===== src/rtl/glsc_pkg.sv =====
// Package with widths, codes and reset values of the gas level slope classifier.
`timescale 1ns / 1ps
`default_nettype none
package glsc_pkg;

  localparam int SAMPLE_BITS = 12;
  localparam int COUNT_BITS  = 20;
  localparam int TIME_W      = 32;
  localparam int SUM_W       = 32;
  localparam int REG_W       = 12;
  localparam int CLASS_W     = 3;
  localparam int ADDR_W      = 5;
  localparam int DATA_W      = 32;
  localparam int REG_IDX_W   = ADDR_W - 2;

  // One serial step per bit of the 32-bit sum and time words.
  localparam int STEP_CNT_W  = $clog2(SUM_W);
  localparam int SMP_IDX_W   = $clog2(SAMPLE_BITS);
  localparam int CMP_W       = (SAMPLE_BITS > REG_W) ? SAMPLE_BITS : REG_W;
  localparam int REM_W       = COUNT_BITS + 1;

  localparam logic [COUNT_BITS-1:0] COUNT_MAX = '1;

  localparam logic [CLASS_W-1:0] CLASS_FRESH       = 3'd0;
  localparam logic [CLASS_W-1:0] CLASS_LOW         = 3'd1;
  localparam logic [CLASS_W-1:0] CLASS_HIGH        = 3'd2;
  localparam logic [CLASS_W-1:0] CLASS_FORCE       = 3'd3;
  localparam logic [CLASS_W-1:0] CLASS_NOT_STARTED = 3'd4;

  localparam logic [REG_IDX_W-1:0] REG_JUMP_THR   = 3'd0;
  localparam logic [REG_IDX_W-1:0] REG_DEV_HIGH   = 3'd1;
  localparam logic [REG_IDX_W-1:0] REG_DEV_LOW    = 3'd2;
  localparam logic [REG_IDX_W-1:0] REG_PERIOD     = 3'd3;
  localparam logic [REG_IDX_W-1:0] REG_START_LOW  = 3'd4;
  localparam logic [REG_IDX_W-1:0] REG_START_HIGH = 3'd5;

  localparam logic [REG_W-1:0]  RST_JUMP_THR   = 12'd400;
  localparam logic [REG_W-1:0]  RST_DEV_HIGH   = 12'd150;
  localparam logic [REG_W-1:0]  RST_DEV_LOW    = 12'd50;
  localparam logic [TIME_W-1:0] RST_PERIOD     = 32'd500000;
  localparam logic [REG_W-1:0]  RST_START_LOW  = 12'd10;
  localparam logic [REG_W-1:0]  RST_START_HIGH = 12'd798;

endpackage
`default_nettype wire


===== src/rtl/gas_level_slope_classifier_top.sv =====
// Gas level slope classifier: bit-serial baseline tracker and air class decision.
`timescale 1ns / 1ps
`default_nettype none
// Usage:
// Input channel (in_valid_i / in_ready_o) carries one converter sample with its
// millisecond timestamp; output channel (out_valid_o / out_ready_i) returns one
// result per sample: air class, current level and the baseline used.
// Thresholds, baseline period and start window sit in an APB register file
// (byte address 4*i); write them only while the block is idle.
// Order: a sample seen before start passes from the transfer straight to the
// done state. After start, the running sum and the time difference are handled
// one bit per cycle over all 32 bits in the add state; when the baseline is
// recomputed a restoring divider then adds one quotient bit per cycle over the
// 12 quotient bits. One sample is in work at a time: a new sample is taken only
// when the previous one has left the serial adder and the divider and its
// result has been placed in the output register.
// Reset clears the levels, sum, count and start flag and loads the register
// reset values. A stalled receiver holds the result in the output register;
// the next sample is still taken and processed, then waits for that register.
module gas_level_slope_classifier_top (
  input  logic                                  clk_i,
  input  logic                                  rst_ni,
  input  logic                                  in_valid_i,
  output logic                                  in_ready_o,
  input  logic [glsc_pkg::SAMPLE_BITS-1:0]      sample_i,
  input  logic [glsc_pkg::TIME_W-1:0]           now_ms_i,
  output logic                                  out_valid_o,
  input  logic                                  out_ready_i,
  output logic [glsc_pkg::CLASS_W-1:0]          air_class_o,
  output logic [glsc_pkg::SAMPLE_BITS-1:0]      level_now_o,
  output logic [glsc_pkg::SAMPLE_BITS-1:0]      baseline_now_o,
  input  logic                                  psel,
  input  logic                                  penable,
  input  logic                                  pwrite,
  input  logic [glsc_pkg::ADDR_W-1:0]           paddr,
  input  logic [glsc_pkg::DATA_W-1:0]           pwdata,
  output logic [glsc_pkg::DATA_W-1:0]           prdata,
  output logic                                  pready
);
  import glsc_pkg::*;

  localparam logic [1:0] ST_IDLE = 2'd0;
  localparam logic [1:0] ST_ADD  = 2'd1;
  localparam logic [1:0] ST_DIV  = 2'd2;
  localparam logic [1:0] ST_DONE = 2'd3;

  localparam logic [STEP_CNT_W-1:0] ADD_LAST = STEP_CNT_W'(SUM_W - 1);
  localparam logic [STEP_CNT_W-1:0] DIV_LAST = STEP_CNT_W'(SAMPLE_BITS - 1);

  // Configuration registers.
  logic [REG_W-1:0]  jump_thr_q, dev_high_q, dev_low_q, start_low_q, start_high_q;
  logic [TIME_W-1:0] period_q;
  logic [REG_IDX_W-1:0] reg_idx;
  logic              cfg_wr;

  // Control and model state.
  logic [1:0]              state_q, state_d;
  logic [STEP_CNT_W-1:0]   step_q, step_d;
  logic                    carry_q, carry_d, borrow_q, borrow_d, gt_q, gt_d;
  logic                    started_q, started_d;
  logic [SAMPLE_BITS-1:0]  cur_q, cur_d, prev_q, prev_d, base_q, base_d;
  logic [SUM_W-1:0]        sum_q, sum_d;
  logic [COUNT_BITS-1:0]   count_q, count_d;
  logic [TIME_W-1:0]       last_q, last_d;
  logic                    out_valid_q, out_valid_d;

  // Payload registers.
  logic [SAMPLE_BITS-1:0]  smp_q, smp_d;
  logic [TIME_W-1:0]       now_q, now_d;
  logic [REM_W-1:0]        rem_q, rem_d;
  logic [SAMPLE_BITS-1:0]  quo_q, quo_d;
  logic [CLASS_W-1:0]      cls_q, cls_d;
  logic [SAMPLE_BITS-1:0]  lvl_out_q, lvl_out_d, base_out_q, base_out_d;

  // Serial datapath signals.
  logic                    smp_bit, sum_bit, carry_n;
  logic                    now_bit, last_bit, per_bit, diff_bit, borrow_n, gt_n;
  logic [SUM_W-1:0]        sum_shift, sum_fin;
  logic [COUNT_BITS-1:0]   count_inc;
  logic                    recompute;
  logic [REM_W-1:0]        rem_sh, div_den;
  logic                    div_ge;
  logic                    in_xfer, out_free;

  // Classification signals.
  logic [CMP_W-1:0]        smp_c, lo_c, hi_c, cur_c, prev_c, base_c;
  logic signed [CMP_W:0]   jump_s, dev_s, jt_s, dh_s, dl_s;
  logic                    in_window, jump_big, dev_hi, dev_lo;
  logic [CLASS_W-1:0]      run_class;

  // Register file.
  assign pready  = 1'b1;
  assign reg_idx = paddr[ADDR_W-1:2];
  assign cfg_wr  = psel && penable && pwrite;

  always_comb begin
    case (reg_idx)
      REG_JUMP_THR:   prdata = DATA_W'(jump_thr_q);
      REG_DEV_HIGH:   prdata = DATA_W'(dev_high_q);
      REG_DEV_LOW:    prdata = DATA_W'(dev_low_q);
      REG_PERIOD:     prdata = DATA_W'(period_q);
      REG_START_LOW:  prdata = DATA_W'(start_low_q);
      REG_START_HIGH: prdata = DATA_W'(start_high_q);
      default:        prdata = '0;
    endcase
  end

  always_ff @(posedge clk_i or negedge rst_ni) begin
    if (!rst_ni) begin
      jump_thr_q   <= RST_JUMP_THR;
      dev_high_q   <= RST_DEV_HIGH;
      dev_low_q    <= RST_DEV_LOW;
      period_q     <= RST_PERIOD;
      start_low_q  <= RST_START_LOW;
      start_high_q <= RST_START_HIGH;
    end else if (cfg_wr) begin
      case (reg_idx)
        REG_JUMP_THR:   jump_thr_q   <= pwdata[REG_W-1:0];
        REG_DEV_HIGH:   dev_high_q   <= pwdata[REG_W-1:0];
        REG_DEV_LOW:    dev_low_q    <= pwdata[REG_W-1:0];
        REG_PERIOD:     period_q     <= pwdata[TIME_W-1:0];
        REG_START_LOW:  start_low_q  <= pwdata[REG_W-1:0];
        REG_START_HIGH: start_high_q <= pwdata[REG_W-1:0];
        default: ;
      endcase
    end
  end

  // Handshakes.
  assign in_ready_o     = (state_q == ST_IDLE);
  assign in_xfer        = in_valid_i && in_ready_o;
  assign out_free       = !out_valid_q || out_ready_i;
  assign out_valid_o    = out_valid_q;
  assign air_class_o    = cls_q;
  assign level_now_o    = lvl_out_q;
  assign baseline_now_o = base_out_q;

  // One bit of the sum, the time difference and the period compare per step.
  assign smp_bit   = (step_q < STEP_CNT_W'(SAMPLE_BITS)) ?
                     smp_q[step_q[SMP_IDX_W-1:0]] : 1'b0;
  assign sum_bit   = sum_q[0] ^ smp_bit ^ carry_q;
  assign carry_n   = (sum_q[0] & smp_bit) | (carry_q & (sum_q[0] ^ smp_bit));
  assign now_bit   = now_q[step_q];
  assign last_bit  = last_q[step_q];
  assign per_bit   = period_q[step_q];
  assign diff_bit  = now_bit ^ last_bit ^ borrow_q;
  assign borrow_n  = (~now_bit & last_bit) | (~(now_bit ^ last_bit) & borrow_q);
  // LSB-first magnitude compare: a higher differing bit overrides the rest.
  assign gt_n      = (diff_bit & ~per_bit) | (~(diff_bit ^ per_bit) & gt_q);
  assign sum_shift = {sum_bit, sum_q[SUM_W-1:1]};
  assign sum_fin   = carry_n ? '1 : sum_shift;
  assign count_inc = (count_q == COUNT_MAX) ? count_q : count_q + 1'b1;
  assign recompute = gt_n || (count_inc == COUNT_MAX);

  // Restoring divider step; the quotient fits the sample width, so the
  // upper dividend bits start out as the partial remainder.
  assign rem_sh  = {rem_q[REM_W-2:0], sum_q[SAMPLE_BITS-1]};
  assign div_den = {1'b0, count_q};
  assign div_ge  = (rem_sh >= div_den);

  // Start window and classification.
  assign smp_c     = CMP_W'(smp_q);
  assign lo_c      = CMP_W'(start_low_q);
  assign hi_c      = CMP_W'(start_high_q);
  assign in_window = (smp_c > lo_c) && (smp_c < hi_c);
  assign cur_c     = CMP_W'(cur_q);
  assign prev_c    = CMP_W'(prev_q);
  assign base_c    = CMP_W'(base_q);
  assign jump_s    = $signed({1'b0, cur_c}) - $signed({1'b0, prev_c});
  assign dev_s     = $signed({1'b0, cur_c}) - $signed({1'b0, base_c});
  assign jt_s      = $signed({1'b0, CMP_W'(jump_thr_q)});
  assign dh_s      = $signed({1'b0, CMP_W'(dev_high_q)});
  assign dl_s      = $signed({1'b0, CMP_W'(dev_low_q)});
  assign jump_big  = (jump_s > jt_s);
  assign dev_hi    = (dev_s > dh_s);
  assign dev_lo    = (dev_s > dl_s);

  always_comb begin
    if (jump_big && dev_hi) begin
      run_class = CLASS_FORCE;
    end else if ((jump_big && dev_lo) || dev_hi) begin
      run_class = CLASS_HIGH;
    end else if (dev_lo) begin
      run_class = CLASS_LOW;
    end else begin
      run_class = CLASS_FRESH;
    end
  end

  always_comb begin
    state_d     = state_q;
    step_d      = step_q;
    carry_d     = carry_q;
    borrow_d    = borrow_q;
    gt_d        = gt_q;
    started_d   = started_q;
    cur_d       = cur_q;
    prev_d      = prev_q;
    base_d      = base_q;
    sum_d       = sum_q;
    count_d     = count_q;
    last_d      = last_q;
    out_valid_d = out_valid_q && !out_ready_i;
    smp_d       = smp_q;
    now_d       = now_q;
    rem_d       = rem_q;
    quo_d       = quo_q;
    cls_d       = cls_q;
    lvl_out_d   = lvl_out_q;
    base_out_d  = base_out_q;
    case (state_q)
      ST_IDLE: begin
        if (in_xfer) begin
          smp_d    = sample_i;
          now_d    = now_ms_i;
          step_d   = '0;
          carry_d  = 1'b0;
          borrow_d = 1'b0;
          gt_d     = 1'b0;
          if (started_q) begin
            prev_d  = cur_q;
            cur_d   = sample_i;
            state_d = ST_ADD;
          end else begin
            state_d = ST_DONE;
          end
        end
      end
      ST_ADD: begin
        carry_d  = carry_n;
        borrow_d = borrow_n;
        gt_d     = gt_n;
        step_d   = step_q + 1'b1;
        sum_d    = sum_shift;
        if (step_q == ADD_LAST) begin
          sum_d   = sum_fin;
          count_d = count_inc;
          step_d  = '0;
          if (recompute) begin
            rem_d   = REM_W'(sum_fin >> SAMPLE_BITS);
            state_d = ST_DIV;
          end else begin
            state_d = ST_DONE;
          end
        end
      end
      ST_DIV: begin
        rem_d  = div_ge ? (rem_sh - div_den) : rem_sh;
        quo_d  = {quo_q[SAMPLE_BITS-2:0], div_ge};
        sum_d  = sum_q << 1;
        step_d = step_q + 1'b1;
        if (step_q == DIV_LAST) begin
          base_d  = {quo_q[SAMPLE_BITS-2:0], div_ge};
          last_d  = now_q;
          sum_d   = '0;
          count_d = '0;
          state_d = ST_DONE;
        end
      end
      ST_DONE: begin
        if (out_free) begin
          out_valid_d = 1'b1;
          state_d     = ST_IDLE;
          if (started_q) begin
            cls_d      = run_class;
            lvl_out_d  = cur_q;
            base_out_d = base_q;
          end else if (in_window) begin
            started_d  = 1'b1;
            cur_d      = smp_q;
            prev_d     = smp_q;
            base_d     = smp_q;
            last_d     = now_q;
            cls_d      = CLASS_FRESH;
            lvl_out_d  = smp_q;
            base_out_d = smp_q;
          end else begin
            cls_d      = CLASS_NOT_STARTED;
            lvl_out_d  = cur_q;
            base_out_d = base_q;
          end
        end
      end
      default: state_d = ST_IDLE;
    endcase
  end

  always_ff @(posedge clk_i or negedge rst_ni) begin
    if (!rst_ni) begin
      state_q     <= ST_IDLE;
      step_q      <= '0;
      carry_q     <= 1'b0;
      borrow_q    <= 1'b0;
      gt_q        <= 1'b0;
      started_q   <= 1'b0;
      cur_q       <= '0;
      prev_q      <= '0;
      base_q      <= '0;
      sum_q       <= '0;
      count_q     <= '0;
      last_q      <= '0;
      out_valid_q <= 1'b0;
    end else begin
      state_q     <= state_d;
      step_q      <= step_d;
      carry_q     <= carry_d;
      borrow_q    <= borrow_d;
      gt_q        <= gt_d;
      started_q   <= started_d;
      cur_q       <= cur_d;
      prev_q      <= prev_d;
      base_q      <= base_d;
      sum_q       <= sum_d;
      count_q     <= count_d;
      last_q      <= last_d;
      out_valid_q <= out_valid_d;
    end
  end

  always_ff @(posedge clk_i) begin
    smp_q      <= smp_d;
    now_q      <= now_d;
    rem_q      <= rem_d;
    quo_q      <= quo_d;
    cls_q      <= cls_d;
    lvl_out_q  <= lvl_out_d;
    base_out_q <= base_out_d;
  end

endmodule
`default_nettype wire


===== config.mk =====
export PLATFORM = sky130hd
export DESIGN_NAME = gas_level_slope_classifier_top
export DESIGN_NICKNAME = d
export VERILOG_FILES = /design/src/rtl/glsc_pkg.sv /design/src/rtl/gas_level_slope_classifier_top.sv
export SDC_FILE = /design/constraint.sdc
export NUM_CORES = 1
export LEC_CHECK = 0
export ABC_AREA = 1
export BUFFER_PORTS_ARGS = -buffer_cell sky130_fd_sc_hd__buf_2
export CORE_MARGIN = 8
export CORE_UTILIZATION = 67
export CTS_BUF_LIST = sky130_fd_sc_hd__clkbuf_8
export DETAILED_ROUTE_END_ITERATION = 6
export PLACE_DENSITY = 0.95
export SLEW_MARGIN = 30
export SYNTH_ARGS = -nofsm -noshare
export SYNTH_HDL_FRONTEND = slang
export SYNTH_SLANG_ARGS = --single-unit

===== constraint.sdc =====
create_clock -name clk_i -period 6.83 [get_ports clk_i]
set_input_delay 0.3415 -clock clk_i [delete_from_list [all_inputs] [get_ports clk_i]]
set_output_delay 0.3415 -clock clk_i [all_outputs]
set_load 0.03 [all_outputs]

# Word level (Yosys, flattened, before mapping)
# Cells that the tools add are included.
# op_classes
addsub	5
n_lt_le_gt_ge	9
n_eq_ne	20
mux	67
bitwise	18
n_reduce_logical	36
# ops
op	count
$mux 32	7
$pmux 32 s6	1
$mux 12	14
$pmux 32 s2	2
$mux 20	6
$pmux 20 s2	2
$pmux 12 s2	3
$eq 20x20->1 const B	2
$gt 13x13->1	3
$sub 12x12->13	2
$ge 21x20->1	1
$add 20x1->20 const B	1
$reduce_and 2->1	10
$sub 20x20->20	1
$bmux 1 s5	3
$pmux 5 s3	1
$mux 2	7
$gt 12x12->1	1
$lt 12x12->1	1
$mux 1	12
$ne 2x2->1 const B	6
$mux 5	2
$reduce_and 3->1	3
$pmux 2 s4	1
29 further kinds	63
# totals
register_bits	326
output_inout_bits	62
word_cells	181

# Longest topological paths before layout
# depth
depth_word	12
ltp_mapped	20

# Least setup slack after synthesis
# Ideal clock, no wire load.
# synth_path
kind	reg2reg
start	register step_q[1]
end	register rem_q[0] (enable)
setup_time_ns	0.378
arrival_ns	2.996
required_time_ns	6.452
path_slack_ns	3.456
stages_incl_launch_ff	17
synth_period_minus_slack_ns	3.374
path_cell_list	dfrtp_1 > clkbuf_1 > inv_1 > clkbuf_1 > o21ai_0 > o221ai_1 > o211ai_1 > nand4_1 > o21ai_0 > fa_1 > inv_1 > ha_1 > a21oi_1 > inv_1 > nor2_1 > nand2_1 > and3_1
# synth_between
elab_chain_len	11
# synth_rtl
item	line_no	rtl
start: declaration	gas_level_slope_classifier_top.sv:58	logic [STEP_CNT_W-1:0] step_q, step_d;
start signal: assignment	gas_level_slope_classifier_top.sv:305	step_q <= step_d;
$bmux 1 s5 (on tied branches)	gas_level_slope_classifier_top.sv:143, gas_level_slope_classifier_top.sv:144	
$mux 1 (on tied branches)	gas_level_slope_classifier_top.sv:143, gas_level_slope_classifier_top.sv:144	
$xor 1x1->1 (2 in a row)	gas_level_slope_classifier_top.sv:146	assign diff_bit = now_bit ^ last_bit ^ borrow_q;
$xor 1x1->1	gas_level_slope_classifier_top.sv:149	assign gt_n = (diff_bit & ~per_bit) | (~(diff_bit ^ per_bit) & gt_q);
$not 1->1	gas_level_slope_classifier_top.sv:149	
$and 1x1->1	gas_level_slope_classifier_top.sv:149	
$or 1x1->1	gas_level_slope_classifier_top.sv:149	
$logic_or 1x1->1	gas_level_slope_classifier_top.sv:153	assign recompute = gt_n || (count_inc == COUNT_MAX);
$ne 2x2->1 (no source line)	--	
$reduce_and 3->1 (no source line) *	--	
end signal: assignment	gas_level_slope_classifier_top.sv:323	rem_q <= rem_d;
end: declaration	gas_level_slope_classifier_top.sv:70	logic [REM_W-1:0] rem_q, rem_d;
# Every way passes the cells marked *; elsewhere a longest branch is shown, timed or not. The select of a mux whose other input is x is not followed.
# A chain may end at the register's enable or synchronous reset.

# Final worst setup path
# layout_path
start	register step_q[0]
end	register rem_q[18] (enable)
# The elaborated chain is that of the path after synthesis.

==> results.toml <==
[status]
status = "finished with violations"
violations = "DRC"

[floorplanning]
fp.dieArea_mm2 = 0.03385
row_count = 61
initial_core_util = 0.6805
die_h_um = 184.0
die_w_um = 184.0
core_area_mm2 = 0.02778
io_pins = 150

[timing]
finalCritPeriodShare = 0.7720
fmax_mhz = 189.7
finalMaxSlewViolations = 0
setup_viol = 0
finalSetupTns_ns = 0
fin_skew_ns = 0.06038
hold_viol = 0
tightest_slew_ns = 1.014
relSlewSlack = 0.3231
rsz0062_at_grt = "no"
fin_crit_ns = 5.273

[layout]
drive_gt1_frac = 0.1085
area_growth_pct = 13.68
multi_input_area_mm2 = 0.008702
fin_area_mm2 = 0.02149
final_cell_mix = "nand2_1, o21ai_0, inv_1, dfrtp_1, nor2_1"
final_util = 0.7736
nets = 2725
regArea_mm2 = 0.008702
layout_commonest_cell = "nand2_1"
nFillCells = 1766

[synth]
syn-mean-instance-area_um2 = 8.097
synth_top_area_share = 0.2634
synth_ff_type = "dfrtp_1"
ys_async_sr_fraction = 0.6871
synth_top_family_by_area = "simple AND/OR/NAND/NOR gates"
synth_compound_area_frac = 0.1757
synth_xor_area_frac = 0.01760
synthSimpleGateAreaFrac = 0.1865
synthDistinctLibCells = 54
ys_warn_count = 0
syn_nets = 2540
synth_area_leaders = "dfrtp_1, edfxtp_1, nand2_1"
netlist_instances = 2335
synth_edf_count = 102
ys_seq_elements = 326
seq_area_frac_synth = 0.4602
syn_area_mm2 = 0.01891
synth_adder_area_share = 0.07942
synthMuxAreaShare = 0
synth_top_cell_by_area = "dfrtp_1"

[global_route]
grt_pass1_wl_mm = 95.12
antenna_found_initial = 3
grtUsageTotal = 0.3521
grt_max_degree = 89
grt_overflow_total = 0
grt_pass1_vias = 18270

[run]
cap_violations = 0

[setup_path]
worstPathMaxFanout = 59
cp-end-kind = "flop"
r2r_cells = 16
max_stage_delay_ns = 1.01
r2r-end = "rem_q[18]"
path_class = "flop to flop"
cp_data_arrival_time_ns = 5.49
path_common_cell = "inv_1"
path_cells = "clkinv_1 > buf_4 > o21ai_0 > nand3_1 > nand3_1 > nand2_1 > o31ai_1 > inv_1 > fa_1 > inv_1 > ha_1 > a21oi_1 > inv_1 > nor2_1 > nand2_1 > and3_2"
r2r_setup_slack_ns = 1.56
startpoint_type = "flop"
startpoint = "step_q[0]"
crit_required_ns = 7.04
crit_slowest_cell = "dfrtp_2"
reg2reg_from = "step_q[0]"

[worst_hold_path]
hp-class = "input pin to flop"
min_from = "pwdata[31]"
holdPathStages = 3
hold_path_end = "period_q[31]"

[routing]
wl_mm = 60.36
vias = 18780
first_pass_iters = 7
drc = 7
dr.first_iter.drc_count = 2795
vias_per_cell = 6.378
wl_per_cell_um = 20.50
ant_nets = 0

[placement]
dpl-instance-area_mm2 = 0.01986
portBuffers = 146
place_congestion = 0.9682
detailed_place_hpwl_mm = 38.80

[power]
leakage_nw = 10.01
vdd.ir_drop.worst_mv = 0.2414
power_density_mw_per_mm2 = 485.8

[clock_network]
cts_max_level = 2
cts_resized = 0
postCtsSetupBuffers = 0
postCtsHoldBufs = 67
cts_num_sinks = 326
cts_tree = "yes"
clk_path_buf_depth = 3
root_buffer = "clkbuf_8"
insertion_delay_ns = 0.63
clkTransAtPathRegs_ns = 0.07
cts_buffers = 51
-- logic make-up (layout without fill, tap and decap cells) --
logic type	count (synthesis)	in the layout
adder cells (fa/ha/maj)	117	117
flip-flops	326	326
buffers and inverters	395	623
XOR/XNOR	38	38
other	1	4
AND/OR/NAND/NOR	858	858
AO/OA/AOI/OAI	600	600
-- registers in the layout (all words and copies together), names as in the netlist, 2 cells and up --
name	flops
dev_high_q	12
prev_c	12
period_q	32
level_now_o	12
hi_c	12
dev_low_q	12
baseline_now_o	12
rem_q	20
cur_c	12
lo_c	12
sum_q	32
smp_c	12
now_q	32
quo_q	11
base_c	12
last_q	32
state_q	2
step_q	5
jump_thr_q	12
air_class_o	3
count_q	20
-- routing by layer --
metal  wire [um]  global-route usage  share of wire  vias to the layer above
met5           0                   0              0                        -
met4        4193              0.2114          0.069                        0
met3        7259             0.08123           0.12                      380
met2       27660              0.5628           0.46                     1500
met1       21240              0.4318           0.35                     8689
li1            -                   -              -                     8207
-- worst max-delay path by stage --
stage / slack, ns / depth (start not counted) / to
2_1_floorplan: 3.46 / 16 / rem_q[0]
3_3_place_gp: 1.81 / 16 / rem_q[13]
3_5_place_dp: 1.69 / 16 / rem_q[13]
4_1_cts: 1.63 / 16 / rem_q[17]
5_1_grt: 1.33 / 16 / rem_q[18]
6_report: 1.56 / 16 / rem_q[18]
-- area by class of cell --
class | instances | share of cell area
Timing Repair Buffer | 226 | 0.07132
Antenna cell | 3 | 0.0003493
Clock buffer | 55 | 0.03522
Tap cell | 378 | 0.02201
Inverter | 301 | 0.05257
Multi-Input combinational cell | 1614 | 0.4049
Clock inverter | 41 | 0.008733
Sequential cell | 326 | 0.4049
-- power by group --
part	internal [W]	leakage [nW]	switching [W]	total [W]
Combinational	0.00192	5.70	0.00371	0.00563
Clock	0.000751	0.565	0.000845	0.00160
Sequential	0.00271	3.75	0.000514	0.00322
-- through the flow --
step	total power, W	hold slack, ns	cells	setup WS, ns
3_3_place_gp	0.008126	0.4314	2777	1.805
6_report	0.01044	0.002027	2944	1.557
5_1_grt	0.01119	0.002843	2944	1.331
4_1_cts	0.01010	0.002531	2941	1.633
3_5_place_dp	0.008465	0.2936	2778	1.692
2_1_floorplan	0.007050	0.04591	2335	3.456
-- synthesized netlist by cell type, types with 3 or more instances --
master,instances
o31ai_1,4
nor2_4,3
buf_2,14
xor2_1,22
o21a_1,3
o2111ai_1,9
inv_1,292
o21ai_0,346
dfrtp_1,199
ha_1,112
o22ai_1,28
edfxtp_1,102
buf_1,3
fa_1,5
nor4_1,6
nand3b_1,3
o311ai_0,14
o221ai_1,6
nand2_1,516
clkbuf_1,71
clkinv_1,5
a221oi_1,5
dfstp_2,25
a21oi_1,134
o211ai_1,27
xnor2_1,16
buf_4,5
nand4_1,21
nand3_1,106
inv_2,4
or2_2,3
nor2_1,177
a21o_1,3
nor3_1,11
o21bai_1,10
-- worst max-delay path, delay by kind of cell, from the launching register on --
family | cells | cell delay [ns]
buffers and inverters | 5 | 1.48
flip-flops | 1 | 1.01
AND/OR/NAND/NOR | 6 | 0.98
adder cells (fa/ha/maj) | 2 | 0.75
AO/OA/AOI/OAI | 3 | 0.62
No activity file was read; power rests on OpenSTA's default activity.
